## src/svbc_pkg.sv

```systemverilog
package svbc_pkg;

    localparam int SAMPLE_W       = 16;
    localparam int THR_W          = 12;
    localparam int CFG_IDX_W      = 3;
    localparam int BAND_W         = 3;
    localparam int ADC_FULL_SCALE = 4096;
    localparam int LF_EXIT_LEVEL  = 1166;

    localparam logic [SAMPLE_W-1:0] FULL_SCALE_S = SAMPLE_W'(ADC_FULL_SCALE);
    localparam logic [SAMPLE_W-1:0] LF_EXIT_S    = SAMPLE_W'(LF_EXIT_LEVEL);

    typedef enum logic [BAND_W-1:0] {
        BAND_LF   = 3'd0,
        BAND_LOW  = 3'd1,
        BAND_NORM = 3'd2,
        BAND_HIGH = 3'd3,
        BAND_HF   = 3'd4,
        BAND_INIT = 3'd5
    } t_band;

    typedef enum logic [CFG_IDX_W-1:0] {
        REG_LO_FAULT      = 3'd0,
        REG_LO_FLAG_SET   = 3'd1,
        REG_NORM_RET_LOW  = 3'd2,
        REG_NORM_ENT_LOW  = 3'd3,
        REG_NORM_RET_HIGH = 3'd4,
        REG_NORM_LV_HIGH  = 3'd5,
        REG_HI_FLAG_SET   = 3'd6,
        REG_HI_FAULT      = 3'd7
    } t_cfg_idx;

    typedef struct packed {
        logic [THR_W-1:0] lo_fault_level;
        logic [THR_W-1:0] lo_flag_set_level;
        logic [THR_W-1:0] normal_return_low;
        logic [THR_W-1:0] normal_enter_low;
        logic [THR_W-1:0] normal_return_high;
        logic [THR_W-1:0] normal_leave_high;
        logic [THR_W-1:0] hi_flag_set_level;
        logic [THR_W-1:0] hi_fault_level;
    } t_cfg;

    localparam t_cfg CFG_RESET = '{
        lo_fault_level:     THR_W'(1148),
        lo_flag_set_level:  THR_W'(1259),
        normal_return_low:  THR_W'(1438),
        normal_enter_low:   THR_W'(1633),
        normal_return_high: THR_W'(2939),
        normal_leave_high:  THR_W'(3020),
        hi_flag_set_level:  THR_W'(3330),
        hi_fault_level:     THR_W'(3346)
    };

    typedef struct packed {
        t_band band;
        logic  under;
        logic  over;
    } t_state;

    typedef struct packed {
        t_band band;
        logic  under_flag;
        logic  over_flag;
        logic  sample_bad;
    } t_result;

endpackage

```

## src/supply_voltage_band_classifier_top.sv

```systemverilog
// channel   valid         stall         payload
// input     i_in_valid    o_in_stall    i_sample
// output    o_out_valid   i_out_stall   o_band, o_under_flag, o_over_flag, o_sample_bad
// config    i_cfg_we      -             i_cfg_index, i_cfg_data
//
// One word per cycle while the output is not stalled.
// The sample register feeds one compare/select pass into the result register,
// which also updates the band and flag state.
// Synchronous active-low reset: band initial, flags clear, thresholds default.
// Output stall holds the result register; the input stalls only when both hold.
module supply_voltage_band_classifier_top import svbc_pkg::*; (
    input  logic                 i_clk,
    input  logic                 i_rst_n,
    input  logic                 i_in_valid,
    output logic                 o_in_stall,
    input  logic [SAMPLE_W-1:0]  i_sample,
    output logic                 o_out_valid,
    input  logic                 i_out_stall,
    output logic [BAND_W-1:0]    o_band,
    output logic                 o_under_flag,
    output logic                 o_over_flag,
    output logic                 o_sample_bad,
    input  logic                 i_cfg_we,
    input  logic [CFG_IDX_W-1:0] i_cfg_index,
    input  logic [THR_W-1:0]     i_cfg_data
);

    t_cfg                r_cfg;
    logic                r_in_valid;
    logic [SAMPLE_W-1:0] r_sample;
    logic                r_out_valid;
    t_result             r_result;
    t_state              r_state;
    t_state              n_state;
    t_result             n_result;
    logic                out_hold;
    logic                fire;
    logic                accept;

    assign out_hold   = r_out_valid && i_out_stall;
    assign fire       = r_in_valid && !out_hold;
    assign o_in_stall = r_in_valid && out_hold;
    assign accept     = i_in_valid && !o_in_stall;

    always_ff @(posedge i_clk) begin
        if (!i_rst_n) begin
            r_cfg <= CFG_RESET;
        end else if (i_cfg_we) begin
            unique case (t_cfg_idx'(i_cfg_index))
                REG_LO_FAULT:      r_cfg.lo_fault_level     <= i_cfg_data;
                REG_LO_FLAG_SET:   r_cfg.lo_flag_set_level  <= i_cfg_data;
                REG_NORM_RET_LOW:  r_cfg.normal_return_low  <= i_cfg_data;
                REG_NORM_ENT_LOW:  r_cfg.normal_enter_low   <= i_cfg_data;
                REG_NORM_RET_HIGH: r_cfg.normal_return_high <= i_cfg_data;
                REG_NORM_LV_HIGH:  r_cfg.normal_leave_high  <= i_cfg_data;
                REG_HI_FLAG_SET:   r_cfg.hi_flag_set_level  <= i_cfg_data;
                REG_HI_FAULT:      r_cfg.hi_fault_level     <= i_cfg_data;
                default: ;
            endcase
        end
    end

    always_ff @(posedge i_clk) begin
        if (!i_rst_n) begin
            r_in_valid <= 1'b0;
        end else if (accept) begin
            r_in_valid <= 1'b1;
        end else if (fire) begin
            r_in_valid <= 1'b0;
        end
    end

    always_ff @(posedge i_clk) begin
        if (accept) begin
            r_sample <= i_sample;
        end
    end

    svbc_classify u_classify (
        .i_sample (r_sample),
        .i_cfg    (r_cfg),
        .i_state  (r_state),
        .o_state  (n_state),
        .o_result (n_result)
    );

    always_ff @(posedge i_clk) begin
        if (!i_rst_n) begin
            r_state.band  <= BAND_INIT;
            r_state.under <= 1'b0;
            r_state.over  <= 1'b0;
            r_out_valid   <= 1'b0;
        end else begin
            if (fire) begin
                r_state     <= n_state;
                r_out_valid <= 1'b1;
            end else if (!out_hold) begin
                r_out_valid <= 1'b0;
            end
        end
    end

    always_ff @(posedge i_clk) begin
        if (fire) begin
            r_result <= n_result;
        end
    end

    assign o_out_valid  = r_out_valid;
    assign o_band       = r_result.band;
    assign o_under_flag = r_result.under_flag;
    assign o_over_flag  = r_result.over_flag;
    assign o_sample_bad = r_result.sample_bad;

endmodule

```

## src/svbc_classify.sv

```systemverilog
module svbc_classify import svbc_pkg::*; (
    input  logic [SAMPLE_W-1:0] i_sample,
    input  t_cfg                i_cfg,
    input  t_state              i_state,
    output t_state              o_state,
    output t_result             o_result
);

    logic [SAMPLE_W-1:0] lf, lfs, nrl, nel, nrh, nlh, hfs, hf;
    logic                bad;
    logic                up_norm, up_high, up_hf;
    t_band               up_band;
    t_band               nxt_band;
    logic                nxt_under, nxt_over;

    assign lf  = SAMPLE_W'(i_cfg.lo_fault_level);
    assign lfs = SAMPLE_W'(i_cfg.lo_flag_set_level);
    assign nrl = SAMPLE_W'(i_cfg.normal_return_low);
    assign nel = SAMPLE_W'(i_cfg.normal_enter_low);
    assign nrh = SAMPLE_W'(i_cfg.normal_return_high);
    assign nlh = SAMPLE_W'(i_cfg.normal_leave_high);
    assign hfs = SAMPLE_W'(i_cfg.hi_flag_set_level);
    assign hf  = SAMPLE_W'(i_cfg.hi_fault_level);

    assign bad = (i_sample == '0) || (i_sample > FULL_SCALE_S);

    // shared upward moves
    assign up_norm = (i_sample >= nel) && (i_sample <= nlh);
    assign up_high = (i_sample > nlh) && (i_sample <= hf);
    assign up_hf   = (i_sample > hf);

    always_comb begin
        if (up_norm) begin
            up_band = BAND_NORM;
        end else if (up_high) begin
            up_band = BAND_HIGH;
        end else if (up_hf) begin
            up_band = BAND_HF;
        end else begin
            up_band = i_state.band;
        end
    end

    always_comb begin
        unique case (i_state.band)
            BAND_INIT: begin
                if (i_sample < lf) begin
                    nxt_band = BAND_LF;
                end else if (i_sample < nel) begin
                    nxt_band = BAND_LOW;
                end else begin
                    nxt_band = up_band;
                end
            end
            BAND_LF: begin
                if ((i_sample >= LF_EXIT_S) && (i_sample < nel)) begin
                    nxt_band = BAND_LOW;
                end else begin
                    nxt_band = up_band;
                end
            end
            BAND_HF: begin
                if ((i_sample > nrh) && (i_sample <= hfs)) begin
                    nxt_band = BAND_HIGH;
                end else if ((i_sample >= nrl) && (i_sample <= nrh)) begin
                    nxt_band = BAND_NORM;
                end else if ((i_sample >= lf) && (i_sample < nrl)) begin
                    nxt_band = BAND_LOW;
                end else if (i_sample < lf) begin
                    nxt_band = BAND_LF;
                end else begin
                    nxt_band = BAND_HF;
                end
            end
            BAND_LOW: begin
                if (i_sample < lf) begin
                    nxt_band = BAND_LF;
                end else begin
                    nxt_band = up_band;
                end
            end
            BAND_NORM: begin
                if ((i_sample >= lf) && (i_sample < nrl)) begin
                    nxt_band = BAND_LOW;
                end else if (i_sample < lf) begin
                    nxt_band = BAND_LF;
                end else if (up_high) begin
                    nxt_band = BAND_HIGH;
                end else if (up_hf) begin
                    nxt_band = BAND_HF;
                end else begin
                    nxt_band = BAND_NORM;
                end
            end
            BAND_HIGH: begin
                if ((i_sample >= nrl) && (i_sample <= nrh)) begin
                    nxt_band = BAND_NORM;
                end else if ((i_sample >= lf) && (i_sample < nrl)) begin
                    nxt_band = BAND_LOW;
                end else if (i_sample < lf) begin
                    nxt_band = BAND_LF;
                end else if (up_hf) begin
                    nxt_band = BAND_HF;
                end else begin
                    nxt_band = BAND_HIGH;
                end
            end
            default: begin
                nxt_band = BAND_INIT;
            end
        endcase
    end

    // set test first, clear test wins
    always_comb begin
        nxt_under = i_state.under;
        if (i_sample < lfs) begin
            nxt_under = 1'b1;
        end
        if (i_sample >= nel) begin
            nxt_under = 1'b0;
        end
        nxt_over = i_state.over;
        if (i_sample > hfs) begin
            nxt_over = 1'b1;
        end
        if (i_sample <= nrh) begin
            nxt_over = 1'b0;
        end
    end

    always_comb begin
        if (bad) begin
            o_state             = i_state;
            o_result.band       = BAND_LF;
            o_result.under_flag = i_state.under;
            o_result.over_flag  = i_state.over;
            o_result.sample_bad = 1'b1;
        end else begin
            o_state.band        = nxt_band;
            o_state.under       = nxt_under;
            o_state.over        = nxt_over;
            o_result.band       = nxt_band;
            o_result.under_flag = nxt_under;
            o_result.over_flag  = nxt_over;
            o_result.sample_bad = 1'b0;
        end
    end

endmodule

```

## config.mk

```make
export PLATFORM = sky130hd
export DESIGN_NAME = supply_voltage_band_classifier_top
export DESIGN_NICKNAME = d
export VERILOG_FILES = /design/src/svbc_pkg.sv /design/src/supply_voltage_band_classifier_top.sv /design/src/svbc_classify.sv
export SDC_FILE = /design/constraint.sdc
export NUM_CORES = 1
export LEC_CHECK = 0
export BUFFER_PORTS_ARGS = -buffer_cell sky130_fd_sc_hd__buf_2
export CORE_UTILIZATION = 35
export DETAILED_ROUTE_END_ITERATION = 8
export RECOVER_POWER = 25
export SETUP_SLACK_MARGIN = 0.5
export SYNTH_ARGS = -nofsm -noshare
export SYNTH_HDL_FRONTEND = slang
export SYNTH_SLANG_ARGS = --single-unit
```

## constraint.sdc

```tcl
create_clock -name i_clk -period 6.3 [get_ports i_clk]
set_input_delay 1.575 -clock i_clk [delete_from_list [all_inputs] [get_ports i_clk]]
set_output_delay 1.575 -clock i_clk [all_outputs]
set_load 0.02 [all_outputs]
```

==> results of run 1 <==
power breakdown:
part           switching, uW  internal [uW]  leakage, uW
Sequential              20.4            840      0.00105
Combinational            134           80.8      0.00214
Clock                    383            824     0.000337
Total                    537           1740      0.00352
layout make-up:
cell class	count	area, um^2
Fill cell	1983	11800
Tap cell	270	338
Timing Repair Buffer	53	284
Sequential cell	125	2720
Clock inverter	14	289
Clock buffer	18	429
Multi-Input combinational cell	581	3990
Inverter	98	368
cells by family after synthesis:
logic type               count (synthesis)
AO/OA/AOI/OAI                          206
adder cells (fa/ha/maj)                 95
buffers and inverters                  135
AND/OR/NAND/NOR                        278
multiplexers                             1
flip-flops                             125
XOR/XNOR                                 1
sequential cells by signal, summed over array words and instances, names as in the netlist:
register and cells:
o_band 3, o_out_valid 1, o_over_flag 1, o_sample_bad 1, o_under_flag 1, r_cfg 96, r_in_valid 1, r_sample 16
r_state 5
routing by layer:
metal | GRT usage (%) | vias to the layer above
met5 | 0 | -
met4 | 6.74 | 0
met3 | 3.54 | 26
met2 | 31.7 | 120
met1 | 24.9 | 2759
li1 | - | 3017
worst register-to-register path, delay by kind of cell (launching register included):
| kind | cells | cell delay (ps) |
|---|---|---|
| compound gates | 4 | 1340 |
| flops | 1 | 400 |
| simple gates | 4 | 1470 |
metrics by stage:
stage / util (%) / hold slack [ps] / setup WS (ps) / area (um^2)
6_report: 41.6 / 464 / 2490 / 8420
5_1_grt: 41.6 / 487 / 2290 / 8420
4_1_cts: 41.7 / 467 / 2680 / 8430
3_5_place_dp: 38.1 / 459 / 2680 / 7710
3_3_place_gp: 38.1 / 452 / 2690 / 7710
2_1_floorplan: - / 442 / 2860 / 7230
synthesized netlist by cell type (2+ instances only):
cell,instances
a2111oi_4,2
a211o_1,5
a211oi_1,9
a21boi_0,47
a21o_1,6
a21oi_1,31
a31oi_1,4
and2_1,2
and3_1,2
clkbuf_1,24
clkbuf_2,12
dfxtp_1,103
edfxtp_1,22
ha_1,95
inv_1,98
nand2_1,174
nand2b_1,6
nand3_1,12
nand4_1,19
nor2_1,27
nor2b_1,12
nor3_1,9
nor4_1,7
o2111ai_1,2
o211ai_1,55
o21a_1,3
o21ai_0,17
o221ai_1,3
o2bb2ai_1,3
o31ai_1,3
or3_1,2
how the worst max path moves through the flow:
stage	from	endpoint	slack (ps)	depth (start not counted)
after detailed placement	i_out_stall	o_in_stall	2680	3
after global placement	i_out_stall	o_in_stall	2690	3
after floorplan	i_out_stall	o_in_stall	2860	1
after global routing	i_rst_n	r_state[2]	2290	5
after CTS	i_out_stall	o_in_stall	2680	3
final	i_rst_n	r_state[2]	2490	5
cell usage in the layout, fill, tap and decap left out, types with 4 or more instances in the layout:
master       n
nand2_1    174
dfxtp_1    103
inv_1       98
ha_1        95
o211ai_1    55
a21boi_0    47
buf_2       41
a21oi_1     31
nor2_1      27
edfxtp_1    22
nand4_1     19
o21ai_0     17
clkbuf_16   17
nor2b_1     12
nand3_1     12
a211oi_1     9
buf_4        9
bufinv_16    8
nor4_1       7
nor3_1       7
nand2b_1     6
a21o_1       6
a211o_1      5
a31oi_1      4
clkbuf_1     4
==> results_dict.tcl, run 1 <==
set metrics [dict create \
    rsz0062_at_grt "false" \
    cp.arrival_ps 4080 \
    slew_headroom_pct -25.3 \
    grt_antenna_before_repair 0 \
    ios 44 \
    cp_slowest_cell "clkbuf_1" \
    fin_crit_ps 3810 \
    viasPerCell 5.11 \
    p_leak_uw 0.00352 \
    yosysTopAreaCell "dfxtp_1" \
    r2r-start "r_sample[15]" \
    syn_area_per_cell_um2 8.60 \
    hpwlAfterDp_um 13500 \
    clockBufferDepth 2 \
    die-height_um 146 \
    synth-edff-count 22 \
    path_delay_family "buffers and inverters" \
    tightest_slew_ps 1880 \
    synth-compound-area-share_pct 21.3 \
    synth_warnings 0 \
    drive_above_1_share_pct 10.9 \
    final_cells 1159 \
    hold_viol_final 0 \
    dieArea_um2 21200 \
    cp-start-kind "input pin" \
    grt_max_degree 66 \
    area_growth_pct 16.5 \
    crit_buf_inv 2 \
    skew_ps 7.58 \
    h-tree-depth 4 \
    yosysUniqueCellTypes 56 \
    dpl.cell_count 1127 \
    post_cts_buffers 0 \
    rrSetupSlack_ps 2940 \
    slew_violations 41 \
    portBuffers 43 \
    diodes 0 \
    reg2reg_to "r_state[2]" \
    async_flop_share_pct 0 \
    core_um2 20200 \
    yosys.area_share.xor_xnor_pct 0.121 \
    path_class "in2reg" \
    yosysSeqAreaShare_pct 37.7 \
    synthMuxAreaShare_pct 0.138 \
    drt_iter0_drc 424 \
    drtAntennaViolNets 0 \
    hold_start "r_cfg[7]" \
    min_path_type "reg2reg" \
    cts_hold_buf 0 \
    p_per_area_nw_per_um2 271 \
    grt-ovfl-total 0 \
    cts_tree "yes" \
    reg2reg_depth 8 \
    nNetsFinal 1007 \
    grt_pass1_wl_um 31100 \
    holdPathEnd "r_cfg[7]" \
    synth_fa_ha_area_share_pct 16.4 \
    cts_root_buf "clkbuf_16" \
    rows 52 \
    ir_worst_vdd_mv 0.211 \
    grt_usage_pct 19.1 \
    ys_seq_elements 125 \
    synth_top_family_by_area "compound AO/OA/AOI/OAI gates" \
    yosys.area.top_type_share_pct 28.5 \
    finalPower_uw 2280 \
    grt_pass1_vias 5731 \
    vias 5922 \
    ctsResizeCount 0 \
    wl_per_cell_um 16.7 \
    endpoint_kind "flip-flop" \
    initial_core_util_pct 35.7 \
    clk-insertion-delay-late_ps 430 \
    hold_path_depth 2 \
    cts_sinks 125 \
    finalSetupViolCount 0 \
    met3_length_um 823 \
    fmax_mhz 263 \
    synthTopCellsByArea "dfxtp_1 (29%), ha_1 (16%), edfxtp_1 (9.1%)" \
    syn_area_um2 7230 \
    crit_path_max_fanout 65 \
    drt_wl_total_um 19300 \
    firstDrtPassIters 5 \
    dr.max_layer_used "met4" \
    setup-tns-final_ps 0 \
    fin_crit_sh_pct 60.4 \
    drv_cap 1 \
    synth-simple-area-share_pct 17.1 \
    status "complete, but fails checks" \
    slowest_delay_ps 1310 \
    drc 0 \
    synth_nets 972 \
    required_ps 6580 \
    met1Wirelength_um 9150 \
    place.gp.congestion 0.871 \
    crit_path_cell_trace "clkbuf_1 > buf_4 > nand2_1 > and4b_1 > a31oi_1" \
    failed_checks "capacitance limit, slew limit" \
    wl_met2_um 8960 \
    cts_buffers 17 \
    synthFlopType "dfxtp_1" \
    synthCells 841 \
    die_w_um 146 \
    clk_pin_slew_ps 60 \
]
Note: power is estimated with default switching activity, not from simulation.
==> inputs of run 2 (changes only) <==
Clock period 6.3 ns to 3.99 ns, I/O delays scaled along.
==> results_dict.tcl, run 2 (same netlist as run 1, synthesis figures left out) <==
set metrics [dict create \
    cts_buffers 17 \
    grt_max_degree 55 \
    drtAntennaViolNets 0 \
    clk-insertion-delay-late_ps 420 \
    core_um2 20200 \
    final_core_utilization_pct 41.5 \
    hpwlAfterDp_um 14000 \
    cp_slowest_cell "a2111oi_0" \
    final_cells 1163 \
    slowest_delay_ps 660 \
    min_path_type "reg2reg" \
    die-height_um 146 \
    drt_wl_total_um 19500 \
    firstDrtPassIters 6 \
    place_ws_ps 990 \
    vias 5976 \
    grt_antenna_before_repair 0 \
    viasPerCell 5.14 \
    drc 0 \
    top_register "r_cfg" \
    ir_worst_vdd_mv 0.303 \
    cts_hold_buf 0 \
    crit_path_cell_trace "ha_1 > a21oi_1 > o21ai_0 > a2111oi_0 > a21bo_2 > o21a_1 > a221oi_2 > nor2_1" \
    setup_slack_ps 907 \
    rows 52 \
    final_cell_mix "nand2_1 (174), dfxtp_1 (103), inv_1 (98), ha_1 (95), o211ai_1 (55)" \
    largest_reg_flops 96 \
    status "complete, but fails checks" \
    diodes 0 \
    hold_path_depth 2 \
    dpl.cell_count 1131 \
    finalSetupViolCount 0 \
    skew_ps 5.06 \
    grt-ovfl-total 0 \
    initial_core_util_pct 35.7 \
    clk_pin_slew_ps 60 \
    mostFrequentLayoutCell "nand2_1" \
    fin_crit_sh_pct 77.3 \
    dieArea_um2 21200 \
    slew_violations 51 \
    setup-tns-final_ps 0 \
    endpoint_kind "flip-flop" \
    failed_checks "capacitance limit, slew limit" \
    portBuffers 43 \
    die_w_um 146 \
    p_per_area_nw_per_um2 406 \
    wl_per_cell_um 16.7 \
    rrSetupSlack_ps 910 \
    nNetsFinal 1011 \
    post_cts_buffers 0 \
    cts_root_buf "clkbuf_16" \
    fin_crit_ps 3080 \
    crit_path_max_fanout 9 \
    place.gp.congestion 0.884 \
    clockBufferDepth 2 \
    ios 44 \
    grt_pass1_vias 5681 \
    reg_top3 "r_cfg: 96 flops, r_sample: 16 flops, r_state: 5 flops" \
    cts_tree "yes" \
    whs_ps 462 \
    p_leak_uw 0.00352 \
    hold_viol_final 0 \
    ctsResizeCount 0 \
    cp-start-kind "flip-flop" \
    h-tree-depth 4 \
    drt_iter0_drc 370 \
    tightest_slew_ps 2270 \
    drv_cap 1 \
    slew_headroom_pct -51.3 \
    cts_sinks 125 \
    grt_usage_pct 19.0 \
    area_growth_pct 16.1 \
    drive_above_1_share_pct 10.8 \
    grt_pass1_wl_um 31000 \
    rsz0062_at_grt "false" \
    cp.arrival_ps 3250 \
    required_ps 4150 \
    path_class "reg2reg" \
    fmax_mhz 324 \
    reg2reg_depth 8 \
]
## run 2: changes by cell type in the layout (fill, tap and decap cells not counted)
cell	change
inv_6	-1
buf_12	+1
inv_4	+2
buf_2	-3
clkinv_2	+1
clkbuf_16	+1
bufinv_16	-4
clkbuf_1	+5
buf_4	+2
clkinvlp_4	-2
clkinv_4	-1
clkbuf_8	+3
## run 2: per-stage QoR
stage,total power (uW),instance area [um^2]
3_3_place_gp,1720,7750
6_report,3410,8390
3_5_place_dp,1720,7750
2_1_floorplan,1610,7230
4_1_cts,3440,8410
5_1_grt,3540,8390
## run 2: worst max-delay path, delay by kind of cell, from the launching register on
| family | cells | cell delay (ps) |
|---|---|---|
| flip-flops | 1 | 590 |
| AO/OA/AOI/OAI | 6 | 1780 |
| AND/OR/NAND/NOR | 1 | 70 |
| adder cells (fa/ha/maj) | 1 | 380 |
## run 2: final timing paths
kind | start | end
worst min-delay path | r_cfg[25] | r_cfg[25]
worst min register to register | r_cfg[25] | r_cfg[25]
worst max register to register | r_sample[5] | o_band[1]
worst max-delay path | r_sample[5] | o_band[1]
## run 2: power breakdown
part / internal, uW / switching, uW / total [uW]
Combinational: 128 / 202 / 330
Clock: 1130 / 578 / 1710
Sequential: 1330 / 40.8 / 1370
## run 2: layout make-up
cell class | instances | area (um^2)
clock buffer | 23 | 499
clock inverter | 9 | 154
fill | 1968 | 11800
inverter | 98 | 368
multi-input combinational | 581 | 3990
sequential | 125 | 2720
tap | 270 | 338
timing repair buffer | 57 | 319
## run 2: layer usage
| layer | vias to the layer above | share of wire [%] | routed length (um) | track usage, % |
|---|---|---|---|---|
| met5 | - | 0 | 0 | 0 |
| met4 | 0 | 2.7 | 518 | 7.84 |
| met3 | 29 | 5.1 | 993 | 3.23 |
| met2 | 142 | 44 | 8650 | 29.7 |
| met1 | 2777 | 48 | 9290 | 25.8 |
| li1 | 3028 | - | - | - |
